### src/design/msod_pkg.sv
// package: widths, register codes, result types and percentage function
package msod_pkg;

    localparam int SEAT_COUNT   = 5;
    localparam int SCAN_SEATS   = 5;
    localparam int SEAT_DIVISOR = (SEAT_COUNT > 0) ? SEAT_COUNT : 1;
    localparam int FULL_PERCENT = 100;

    localparam int DIST_W     = 10;
    localparam int CNT_W      = 8;
    localparam int TOTAL_W    = 3;
    localparam int PCT_W      = 7;
    localparam int CFG_IDX_W  = 2;
    localparam int CFG_DATA_W = 10;

    localparam logic [DIST_W-1:0] NEAR_RESET = 10'd250;
    localparam logic [CNT_W-1:0]  HOLD_RESET = 8'd5;
    localparam logic [CNT_W-1:0]  CNT_MAX    = 8'hFF;

    typedef enum logic [CFG_IDX_W-1:0] {
        CFG_NEAR_THRESHOLD = 2'd0,
        CFG_HOLD_COUNT     = 2'd1
    } t_cfg_reg;

    typedef struct packed {
        logic [DIST_W-1:0] near_threshold;
        logic [CNT_W-1:0]  hold_count;
    } t_cfg;

    typedef struct packed {
        logic [SCAN_SEATS-1:0] busy;
        logic [TOTAL_W-1:0]    total;
        logic [PCT_W-1:0]      percent;
    } t_result;

    // total * 100 / seat count, truncated, capped at 100, as a constant table
    function automatic logic [PCT_W-1:0] pct_of(input logic [TOTAL_W-1:0] total);
        int p;
        case (total)
            3'd0:    p = 0;
            3'd1:    p = 1 * FULL_PERCENT / SEAT_DIVISOR;
            3'd2:    p = 2 * FULL_PERCENT / SEAT_DIVISOR;
            3'd3:    p = 3 * FULL_PERCENT / SEAT_DIVISOR;
            3'd4:    p = 4 * FULL_PERCENT / SEAT_DIVISOR;
            3'd5:    p = 5 * FULL_PERCENT / SEAT_DIVISOR;
            3'd6:    p = 6 * FULL_PERCENT / SEAT_DIVISOR;
            3'd7:    p = 7 * FULL_PERCENT / SEAT_DIVISOR;
            default: p = 0;
        endcase
        if (p > FULL_PERCENT) begin
            p = FULL_PERCENT;
        end
        return p[PCT_W-1:0];
    endfunction

endpackage

### src/design/multi_seat_occupancy_debouncer_top.sv
// top level: five-seat occupancy debouncer with count and percentage
//
//  channel  direction  handshake                 payload
//  in       to block   i_in_valid / o_in_stall   i_seat0..4_distance
//  out      from block o_out_valid / i_out_stall o_seat0..4_busy, o_busy_total,
//                                                o_busy_percent
//  cfg      to block   i_cfg_wr_en               i_cfg_index, i_cfg_wdata
//
// one scan per cycle while o_in_stall is low; a result is registered in the output buffer once its scan is accepted
// all five seat lanes update in the same cycle, the merge stage counts them
// a two-entry output buffer keeps full rate while the output is not stalled
// o_in_stall rises only once both output entries hold unread results
// synchronous reset clears counters, flags, valid bits and config to defaults
module multi_seat_occupancy_debouncer_top (
    input  logic                              i_clk,
    input  logic                              i_rst_n,
    input  logic                              i_in_valid,
    output logic                              o_in_stall,
    input  logic [msod_pkg::DIST_W-1:0]       i_seat0_distance,
    input  logic [msod_pkg::DIST_W-1:0]       i_seat1_distance,
    input  logic [msod_pkg::DIST_W-1:0]       i_seat2_distance,
    input  logic [msod_pkg::DIST_W-1:0]       i_seat3_distance,
    input  logic [msod_pkg::DIST_W-1:0]       i_seat4_distance,
    output logic                              o_out_valid,
    input  logic                              i_out_stall,
    output logic                              o_seat0_busy,
    output logic                              o_seat1_busy,
    output logic                              o_seat2_busy,
    output logic                              o_seat3_busy,
    output logic                              o_seat4_busy,
    output logic [msod_pkg::TOTAL_W-1:0]      o_busy_total,
    output logic [msod_pkg::PCT_W-1:0]        o_busy_percent,
    input  logic                              i_cfg_wr_en,
    input  logic [msod_pkg::CFG_IDX_W-1:0]    i_cfg_index,
    input  logic [msod_pkg::CFG_DATA_W-1:0]   i_cfg_wdata
);

    msod_pkg::t_cfg    r_cfg;
    msod_pkg::t_result result;
    logic [msod_pkg::DIST_W-1:0]     seat_dist [msod_pkg::SCAN_SEATS];
    logic [msod_pkg::SCAN_SEATS-1:0] flags;
    logic                            accept;

    always_ff @(posedge i_clk) begin
        if (!i_rst_n) begin
            r_cfg.near_threshold <= msod_pkg::NEAR_RESET;
            r_cfg.hold_count     <= msod_pkg::HOLD_RESET;
        end else if (i_cfg_wr_en) begin
            case (msod_pkg::t_cfg_reg'(i_cfg_index))
                msod_pkg::CFG_NEAR_THRESHOLD: begin
                    r_cfg.near_threshold <= i_cfg_wdata[msod_pkg::DIST_W-1:0];
                end
                msod_pkg::CFG_HOLD_COUNT: begin
                    r_cfg.hold_count <= i_cfg_wdata[msod_pkg::CNT_W-1:0];
                end
                default: begin
                end
            endcase
        end
    end

    assign seat_dist[0] = i_seat0_distance;
    assign seat_dist[1] = i_seat1_distance;
    assign seat_dist[2] = i_seat2_distance;
    assign seat_dist[3] = i_seat3_distance;
    assign seat_dist[4] = i_seat4_distance;

    assign accept = i_in_valid && !o_in_stall;

    for (genvar s = 0; s < msod_pkg::SCAN_SEATS; s++) begin : g_lane
        msod_lane u_lane (
            .i_clk      (i_clk),
            .i_rst_n    (i_rst_n),
            .i_en       (accept),
            .i_distance (seat_dist[s]),
            .i_cfg      (r_cfg),
            .o_flag     (flags[s])
        );
    end

    msod_merge u_merge (
        .i_clk       (i_clk),
        .i_rst_n     (i_rst_n),
        .i_load      (accept),
        .i_flags     (flags),
        .i_out_stall (i_out_stall),
        .o_out_valid (o_out_valid),
        .o_in_stall  (o_in_stall),
        .o_result    (result)
    );

    assign o_seat0_busy   = result.busy[0];
    assign o_seat1_busy   = result.busy[1];
    assign o_seat2_busy   = result.busy[2];
    assign o_seat3_busy   = result.busy[3];
    assign o_seat4_busy   = result.busy[4];
    assign o_busy_total   = result.total;
    assign o_busy_percent = result.percent;

endmodule

### src/design/msod_lane.sv
// one seat lane: integrating counter and occupied flag
module msod_lane (
    input  logic                         i_clk,
    input  logic                         i_rst_n,
    input  logic                         i_en,
    input  logic [msod_pkg::DIST_W-1:0]  i_distance,
    input  msod_pkg::t_cfg               i_cfg,
    output logic                         o_flag
);

    logic [msod_pkg::CNT_W-1:0] r_count;
    logic [msod_pkg::CNT_W-1:0] n_count;
    logic                       r_flag;
    logic                       n_flag;
    logic                       near;

    assign near = i_distance < i_cfg.near_threshold;

    always_comb begin
        if (near) begin
            n_count = (r_count == msod_pkg::CNT_MAX) ? r_count : r_count + 1'b1;
        end else if (r_count > i_cfg.hold_count) begin
            n_count = i_cfg.hold_count;
        end else if (r_count != '0) begin
            n_count = r_count - 1'b1;
        end else begin
            n_count = r_count;
        end

        // between zero and hold the flag keeps its last value
        if (n_count >= i_cfg.hold_count) begin
            n_flag = 1'b1;
        end else if (n_count == '0) begin
            n_flag = 1'b0;
        end else begin
            n_flag = r_flag;
        end
    end

    always_ff @(posedge i_clk) begin
        if (!i_rst_n) begin
            r_count <= '0;
            r_flag  <= 1'b0;
        end else if (i_en) begin
            r_count <= n_count;
            r_flag  <= n_flag;
        end
    end

    // flag as it stands after this transaction
    assign o_flag = n_flag;

endmodule

### src/design/msod_merge.sv
// merge stage: seat count, percentage, output register and skid buffer
module msod_merge (
    input  logic                              i_clk,
    input  logic                              i_rst_n,
    input  logic                              i_load,
    input  logic [msod_pkg::SCAN_SEATS-1:0]   i_flags,
    input  logic                              i_out_stall,
    output logic                              o_out_valid,
    output logic                              o_in_stall,
    output msod_pkg::t_result                 o_result
);

    msod_pkg::t_result r_out;
    msod_pkg::t_result n_out;
    msod_pkg::t_result r_skid;
    msod_pkg::t_result n_skid;
    msod_pkg::t_result new_res;
    logic              r_out_valid;
    logic              n_out_valid;
    logic              r_skid_valid;
    logic              n_skid_valid;
    logic              taken;
    logic [msod_pkg::TOTAL_W-1:0] total;

    always_comb begin
        total = '0;
        for (int s = 0; s < msod_pkg::SCAN_SEATS; s++) begin
            total = total + msod_pkg::TOTAL_W'(i_flags[s]);
        end
        new_res.busy    = i_flags;
        new_res.total   = total;
        new_res.percent = msod_pkg::pct_of(total);
    end

    assign taken = r_out_valid && !i_out_stall;

    always_comb begin
        n_out        = r_out;
        n_skid       = r_skid;
        n_out_valid  = r_out_valid;
        n_skid_valid = r_skid_valid;
        if (r_skid_valid) begin
            // input is stalled while the skid entry is full
            if (taken) begin
                n_out        = r_skid;
                n_skid_valid = 1'b0;
            end
        end else if (i_load) begin
            if (!r_out_valid || taken) begin
                n_out       = new_res;
                n_out_valid = 1'b1;
            end else begin
                n_skid       = new_res;
                n_skid_valid = 1'b1;
            end
        end else if (taken) begin
            n_out_valid = 1'b0;
        end
    end

    always_ff @(posedge i_clk) begin
        if (!i_rst_n) begin
            r_out_valid  <= 1'b0;
            r_skid_valid <= 1'b0;
        end else begin
            r_out_valid  <= n_out_valid;
            r_skid_valid <= n_skid_valid;
        end
        r_out  <= n_out;
        r_skid <= n_skid;
    end

    assign o_out_valid = r_out_valid;
    assign o_in_stall  = r_skid_valid;
    assign o_result    = r_out;

endmodule

### config.mk
export PLATFORM = sky130hd
export DESIGN_NAME = multi_seat_occupancy_debouncer_top
export DESIGN_NICKNAME = d
export VERILOG_FILES = /design/src/design/msod_pkg.sv /design/src/design/multi_seat_occupancy_debouncer_top.sv /design/src/design/msod_lane.sv /design/src/design/msod_merge.sv
export SDC_FILE = /design/constraint.sdc
export NUM_CORES = 1
export LEC_CHECK = 0
export ABC_AREA = 1
export ABC_CLOCK_PERIOD_IN_PS = 15890
export BUFFER_PORTS_ARGS = -buffer_cell sky130_fd_sc_hd__buf_2
export CORE_UTILIZATION = 35
export CTS_BUF_LIST = sky130_fd_sc_hd__clkbuf_2
export CTS_CLUSTER_SIZE = 16
export DETAILED_ROUTE_END_ITERATION = 8
export GPL_TIMING_DRIVEN = 1
export PLACE_DENSITY = 0.52
export SLEW_MARGIN = 40
export SYNTH_ARGS = -nofsm -noshare
export SYNTH_HDL_FRONTEND = slang
export SYNTH_SLANG_ARGS = --single-unit
### constraint.sdc
create_clock -name i_clk -period 15.89 [get_ports i_clk]
set_clock_uncertainty 0.15 [all_clocks]
set_input_delay 1.589 -clock i_clk [delete_from_list [all_inputs] [get_ports i_clk]]
set_output_delay 1.589 -clock i_clk [all_outputs]
set_load 0.01 [all_outputs]
==> impl_results.md, run 1 <==
- Status: complete, but fails checks
- Register clock-pin slew on the reported worst setup and hold paths: 0.34 ns
- Setup Fix Bufs, Post-CTS: 0
- Failing checks: design-rule violations
- Hold Crit Class: flop to flop
- FF/Latch Area: 2082 µm²
- Family with the most delay on the worst path: adder cells
- Total number of clock tree sinks: 91
- Worst slew margin: 54.43%
- Initial antenna violation count: 1
- CTS tree: yes
- Via count: 9215
- CTS Buffer Depth: 2
- Post-place setup slack: 8.737 ns
- Fill cells: 2847
- Critical path buffers and inverters: 4
- DIE AREA: 27730 µm²
- Post-synthesis cell area: 9475 µm²
- Net count, final: 1699
- CTS Buf Count: 9
- Die X: 166.5 µm
- Largest net degree at the start of global routing: 68
- Io pins: 84
- Clk Latency, worst-skew pair: 0.64 ns
- Pwr/cell area: 115.2 nW/µm²
- Core area: 26280 µm²
- Starting Density: 36.06%
- Ys async rst share: 0%
- Crit path required time: 16.21 ns
- Startpoint Class: flop
- RSZ-0062 raised after global routing: no
- WL final: 27920 µm
- Netlist cell types: 42
- Maximum clock frequency: 0.1521 GHz
- GRT Overall Usage: 20.29%
- Slowest CP cell: dfxtp_1
- Power after layout: 0.001187 W
- Number of DRC markers in iteration 0: 697
- Vias per cell: 5.041
- DRC violations left: 4
- Clk Tree Root Cell: clkbuf_2
- Die Y: 166.5 µm
- Sum of negative setup slack: 0 ns
- Final hold vios: 0
- Post-synth top flop: dfxtp_1
- Final worst setup slack: 9.316 ns
- Max-slew violation count: 0
- Hpwl dp: 20790 µm
- Yosys warnings: 0
- DRT antenna net count: 0
- P&R area growth vs syn: 8.715%
- Avg Cell Area, Syn: 6.682 µm²
- Leakage: 5.382 nW
- Share of the yosys chip area belonging to registers: 21.97%
- Post-Syn Instances: 1418
- Number of port buffers: 81
- Pre-antenna DRT Iters: 7
- Share of layout cells above drive strength 1: 12.27%
- Flop-to-flop setup slack: 9.32 ns
- Routed wire length per instance: 15.27 µm
- Vias in the first global route: 8527
- Max IR drop VDD: 0.00006789 V
- Cell mode on critical path: ha_1
- Max stage delay on crit path: 0.74 ns
- Post-synth EDFFs: 26
- Hold-fix buffers at CTS: 0
- Final Wtd Congestion: 0.9102
- Crit Path Category: flop to flop
- First-pass GRT wire length: 44910 µm
- CTS H-tree lvls: 3
- Synth area leader: ha_1
- Total grt overflow: 0
- Crit end category: flop
- Most frequent cells after synthesis: nand2_1 (337), inv_1 (179), ha_1 (143)
- Final Critical Period: 6.574 ns
- Crit path max fanout: 11
- Final Setup Violations: 0
- Final period util: 41.37%
- WP data arrival: 6.89 ns
- Least-Margin Pin Slew: 0.6828 ns
- Synth top area share: 18.88%
- Post-CTS sizing: 0
- Cell with the most instances after synthesis: nand2_1
- Multi-input logic area: 6484 µm²
- Largest cells by area after synthesis: ha_1 (19%), dfxtp_1 (14%), nand2_1 (13%)
- #FFs+latches synth: 91
- Max Cap Viol: 0
- Count of standard-cell rows: 59
-- worst reg2reg max path, cell delays in order (launching register included) --
cell	delay (ns)
dfxtp_1	0.74
inv_1	0.47
ha_1	0.45
nand2_1	0.05
nor2_1	0.16
nand4_2	0.25
nand2_2	0.25
nand2_1	0.09
nand3_1	0.08
nand2_1	0.10
inv_1	0.07
ha_1	0.23
a21oi_1	0.14
o21ai_0	0.09
a211oi_1	0.32
nand2_2	0.15
ha_1	0.31
fa_1	0.49
ha_1	0.14
inv_1	0.05
fa_1	0.52
ha_1	0.33
nor3_1	0.05
o21ai_0	0.07
and2_0	0.28
inv_1	0.10
or2_2	0.27
-- worst paths after layout --
kind | cells after the start | startpoint | endpoint
min reg2reg | 2 | r_cfg[0]$_SDFFE_PN1P_ | r_cfg[0]$_SDFFE_PN1P_
min | 2 | r_cfg[0]$_SDFFE_PN1P_ | r_cfg[0]$_SDFFE_PN1P_
max | 26 | r_cfg[5]$_SDFFE_PN0P_ | u_merge.r_skid[2]$_DFFE_PP_
max reg2reg | 26 | r_cfg[5]$_SDFFE_PN0P_ | u_merge.r_skid[2]$_DFFE_PP_
-- sequential cells by signal (all words and copies together) (netlist names) --
| register | cells |
|---|---|
| u_merge.o_out_valid | 1 |
| r_cfg | 18 |
| g_lane.u_lane.r_flag | 5 |
| g_lane.u_lane.r_count | 40 |
| u_merge.o_result | 13 |
| u_merge.r_skid | 13 |
| u_merge.o_in_stall | 1 |
-- cell usage in the layout, fill, tap and decap left out, types with 2 or more instances in the layout --
cell	synthesis	layout
a21o_1	6	6
a21oi_1	109	109
nor2_2	6	6
edfxtp_1	26	26
fa_1	2	2
xnor2_1	2	2
nand4_2	6	6
ha_1	143	143
nor3_1	10	10
clkinv_1	3	2
nand4_1	6	6
or2_2	2	2
nor2_1	120	120
o21ai_1	9	9
o211ai_1	12	12
nand2_2	24	24
buf_2	4	81
nand3_2	14	14
clkbuf_2	0	9
inv_1	179	178
o21a_1	5	5
nand3_1	141	141
or2_0	3	3
clkinv_4	0	4
nor2_4	5	5
o21ai_0	91	91
nand2_1	337	337
inv_2	14	15
xor2_1	29	29
inv_8	0	2
nor4_2	3	3
a211oi_1	4	4
dfxtp_1	65	65
buf_4	3	7
conb_1	1	2
nor4_1	4	4
-- metrics by stage --
step,instance area [µm²],utilization (%),hold slack [ns],std cells
after floorplan,9479,-,0.3145,1419
final,10300,39.20,0.3570,1828
after CTS,10300,39.19,0.3574,1827
after detailed placement,10180,38.74,0.3114,1811
after global placement,10180,38.73,0.3052,1811
after global routing,10300,39.20,0.3936,1828
-- logic make-up (layout without fill, tap and decap cells) --
| logic type | after synthesis | count (layout) | synth area share [%] |
|---|---|---|---|
| AND/OR/NAND/NOR | 684 | 684 | 32.76 |
| AO/OA/AOI/OAI | 239 | 239 | 13.42 |
| buffers and inverters | 227 | 300 | 9.639 |
| adder cells (fa/ha/maj) | 145 | 145 | 19.31 |
| flip-flops | 91 | 91 | 21.97 |
| XOR/XNOR | 31 | 31 | 2.865 |
| other | 1 | 3 | 0.03958 |
-- layout make-up --
type | instances | share of cell area, %
multi-input cells | 1101 | 62.94
clock buffers | 9 | 0.4373
well taps | 335 | 4.069
clock inverters | 7 | 0.7166
repair buffers | 88 | 4.446
inverters | 196 | 7.154
diodes | 1 | 0.02429
flip-flops and latches | 91 | 20.21
-- power by group --
group | switching, W | total, W | leakage, nW | internal, W
Combinational | 0.000441 | 0.000695 | 4.53 | 0.000253
Clock | 0.000104 | 0.000130 | 0.0729 | 0.0000261
Sequential | 0.0000398 | 0.000363 | 0.778 | 0.000323
-- layer usage --
metal  up-vias  GRT usage [%]  routed length, µm
li1       4833              -                  -
met2       182          33.56              12570
met1      4161          28.07              13960
met3        39          2.020                896
met5         -              0                  0
met4         0          5.314                498
Power figures use the tool's default switching activity.
==> run 2: changes to the inputs <==
- ABC_CLOCK_PERIOD_IN_PS: 15890 -> 5420
- PLACE_DENSITY: 0.52 -> 0.53
- clock period: 15.89 -> 5.42 ns (I/O delays scaled with it)
==> impl_results.md, run 2 (synthesized netlist as in run 1, its figures left out) <==
- Register clock-pin slew on the reported worst setup and hold paths: 0.33 ns
- Via count: 10020
- Die X: 166.5 µm
- DRT antenna net count: 0
- Slowest CP cell: fa_2
- P&R area growth vs syn: 32.39%
- Maximum clock frequency: 0.1827 GHz
- Worst slew margin: 46.56%
- Cell mode on critical path: buf_4
- Core area: 26280 µm²
- Clk Latency, worst-skew pair: 0.64 ns
- CTS Buffer Depth: 2
- Share of layout cells above drive strength 1: 28.96%
- Vias per cell: 4.958
- CTS H-tree lvls: 3
- Initial antenna violation count: 1
- Total grt overflow: 0
- Commonest non-fill, non-tap cell in the layout: nand2_1
- Final worst setup slack: -0.05473 ns
- First-pass GRT wire length: 48300 µm
- Max IR drop VDD: 0.0002881 V
- Clk Tree Root Cell: clkbuf_2
- Most frequent cells in the layout: nand2_1 (305), buf_4 (177), inv_1 (157)
- DIE AREA: 27730 µm²
- Routed wire length per instance: 15.00 µm
- Final hold vios: 0
- CTS tree: yes
- RSZ-0062 raised after global routing: yes
- FF/Latch Area: 2088 µm²
- Number of DRC markers in iteration 0: 563
- DRC violations left: 4
- Net count, final: 1892
- Post-place setup slack: -0.4501 ns
- Crit Path Category: flop to flop
- Failing checks: design-rule violations, negative setup slack
- Biggest regs: g_lane.u_lane.r_count (40), r_cfg (18)
- Hpwl dp: 23160 µm
- Final Critical Period: 5.475 ns
- Crit end category: flop
- Total number of clock tree sinks: 91
- Leakage: 6.416 nW
- Die Y: 166.5 µm
- Final period util: 101.0%
- GRT Overall Usage: 21.80%
- Crit path required time: 5.71 ns
- Placed Instances: 1958
- Pre-antenna DRT Iters: 9
- Max-slew violation count: 0
- CTS Buf Count: 9
- Max Cap Viol: 0
- Startpoint Class: flop
- Number of port buffers: 81
- Fill cells: 2649
- Count of standard-cell rows: 59
- Pwr/cell area: 365.6 nW/µm²
- Starting Density: 36.06%
- Final Setup Violations: 5
- Io pins: 84
- Post-route insts no fill: 2021
- Final Wtd Congestion: 0.9144
- Number of flip-flops under the largest register name: 40
- Multi-input logic area: 7177 µm²
- Vias in the first global route: 9424
- Hold Crit Class: input pin to flop
- Least-Margin Pin Slew: 0.7967 ns
- Crit path max fanout: 4
- Sum of negative setup slack: -0.1993 ns
- Status: complete, but fails checks
- WL final: 30310 µm
- Largest net degree at the start of global routing: 49
- WP data arrival: 5.76 ns
- Most flops, register: g_lane.u_lane.r_count
- Max stage delay on crit path: 0.49 ns
## run 2: area by class of cell
type	instances	share of cell area (%)
flip-flops and latches	91	16.65
clock inverters	7	0.7481
diodes	1	0.01995
inverters	196	5.905
clock buffers	9	0.3591
repair buffers	279	15.77
multi-input cells	1103	57.21
well taps	335	3.341
## run 2: report_power, final
part	switching (W)	internal (W)
registers	0.0000591	0.000948
logic	0.00170	0.00146
clock network	0.000298	0.000120
total	0.00206	0.00253
## run 2: repair_timing
item	in CTS	in global routing
gates resized for setup	115	67
hold endpoints to repair	11	0
hold buffers	8	0
pin swaps	74	49
buffers inserted	27	10
gates cloned	1	1
setup endpoints to repair	10	10
## run 2: worst max-delay path, delay by kind of cell (launching register included)
kind / cells / cell delay, ns
AOI/OAI and AO/OA: 1 / 0.10
adders and majority gates: 5 / 1.66
buffers and inverters: 13 / 1.52
DFF: 1 / 0.43
and+or+nand+nor: 16 / 1.42
## run 2: path summary, 6_finish.rpt
| kind | startpoint | endpoint | slack, ns | cells after the start |
|---|---|---|---|---|
| worst max-delay path | r_cfg[6]$_SDFFE_PN0P_ | u_merge.r_skid[2]$_DFFE_PP_ | -0.05 | 35 |
| worst min-delay path | i_cfg_wdata[8] | r_cfg[16]$_SDFFE_PN0P_ | 0.07 | 3 |
| worst max register to register | r_cfg[6]$_SDFFE_PN0P_ | u_merge.r_skid[2]$_DFFE_PP_ | -0.05 | 35 |
| worst min register to register | r_cfg[8]$_SDFFE_PN0P_ | r_cfg[8]$_SDFFE_PN0P_ | 0.41 | 2 |
## run 2: routing by layer
| metal | GRT usage [%] | vias to the layer above | share of wire, % |
|---|---|---|---|
| met5 | 0 | - | 0 |
| met4 | 5.636 | 0 | 2.0 |
| met3 | 2.091 | 33 | 3.3 |
| met2 | 35.88 | 198 | 45 |
| met1 | 30.36 | 4573 | 50 |
| li1 | - | 5217 | - |
## run 2: per-stage QoR
stage	util (%)	hold WS, ns	instance area (µm²)	total power (W)
6_report	47.73	0.06716	12540	0.004587
5_1_grt	47.73	0.03974	12540	0.005035
4_1_cts	46.50	0.01220	12220	0.004359
3_5_place_dp	42.99	0.3536	11300	0.003465
3_3_place_gp	42.98	0.3474	11290	0.003436
2_1_floorplan	-	0.3145	9479	0.002605
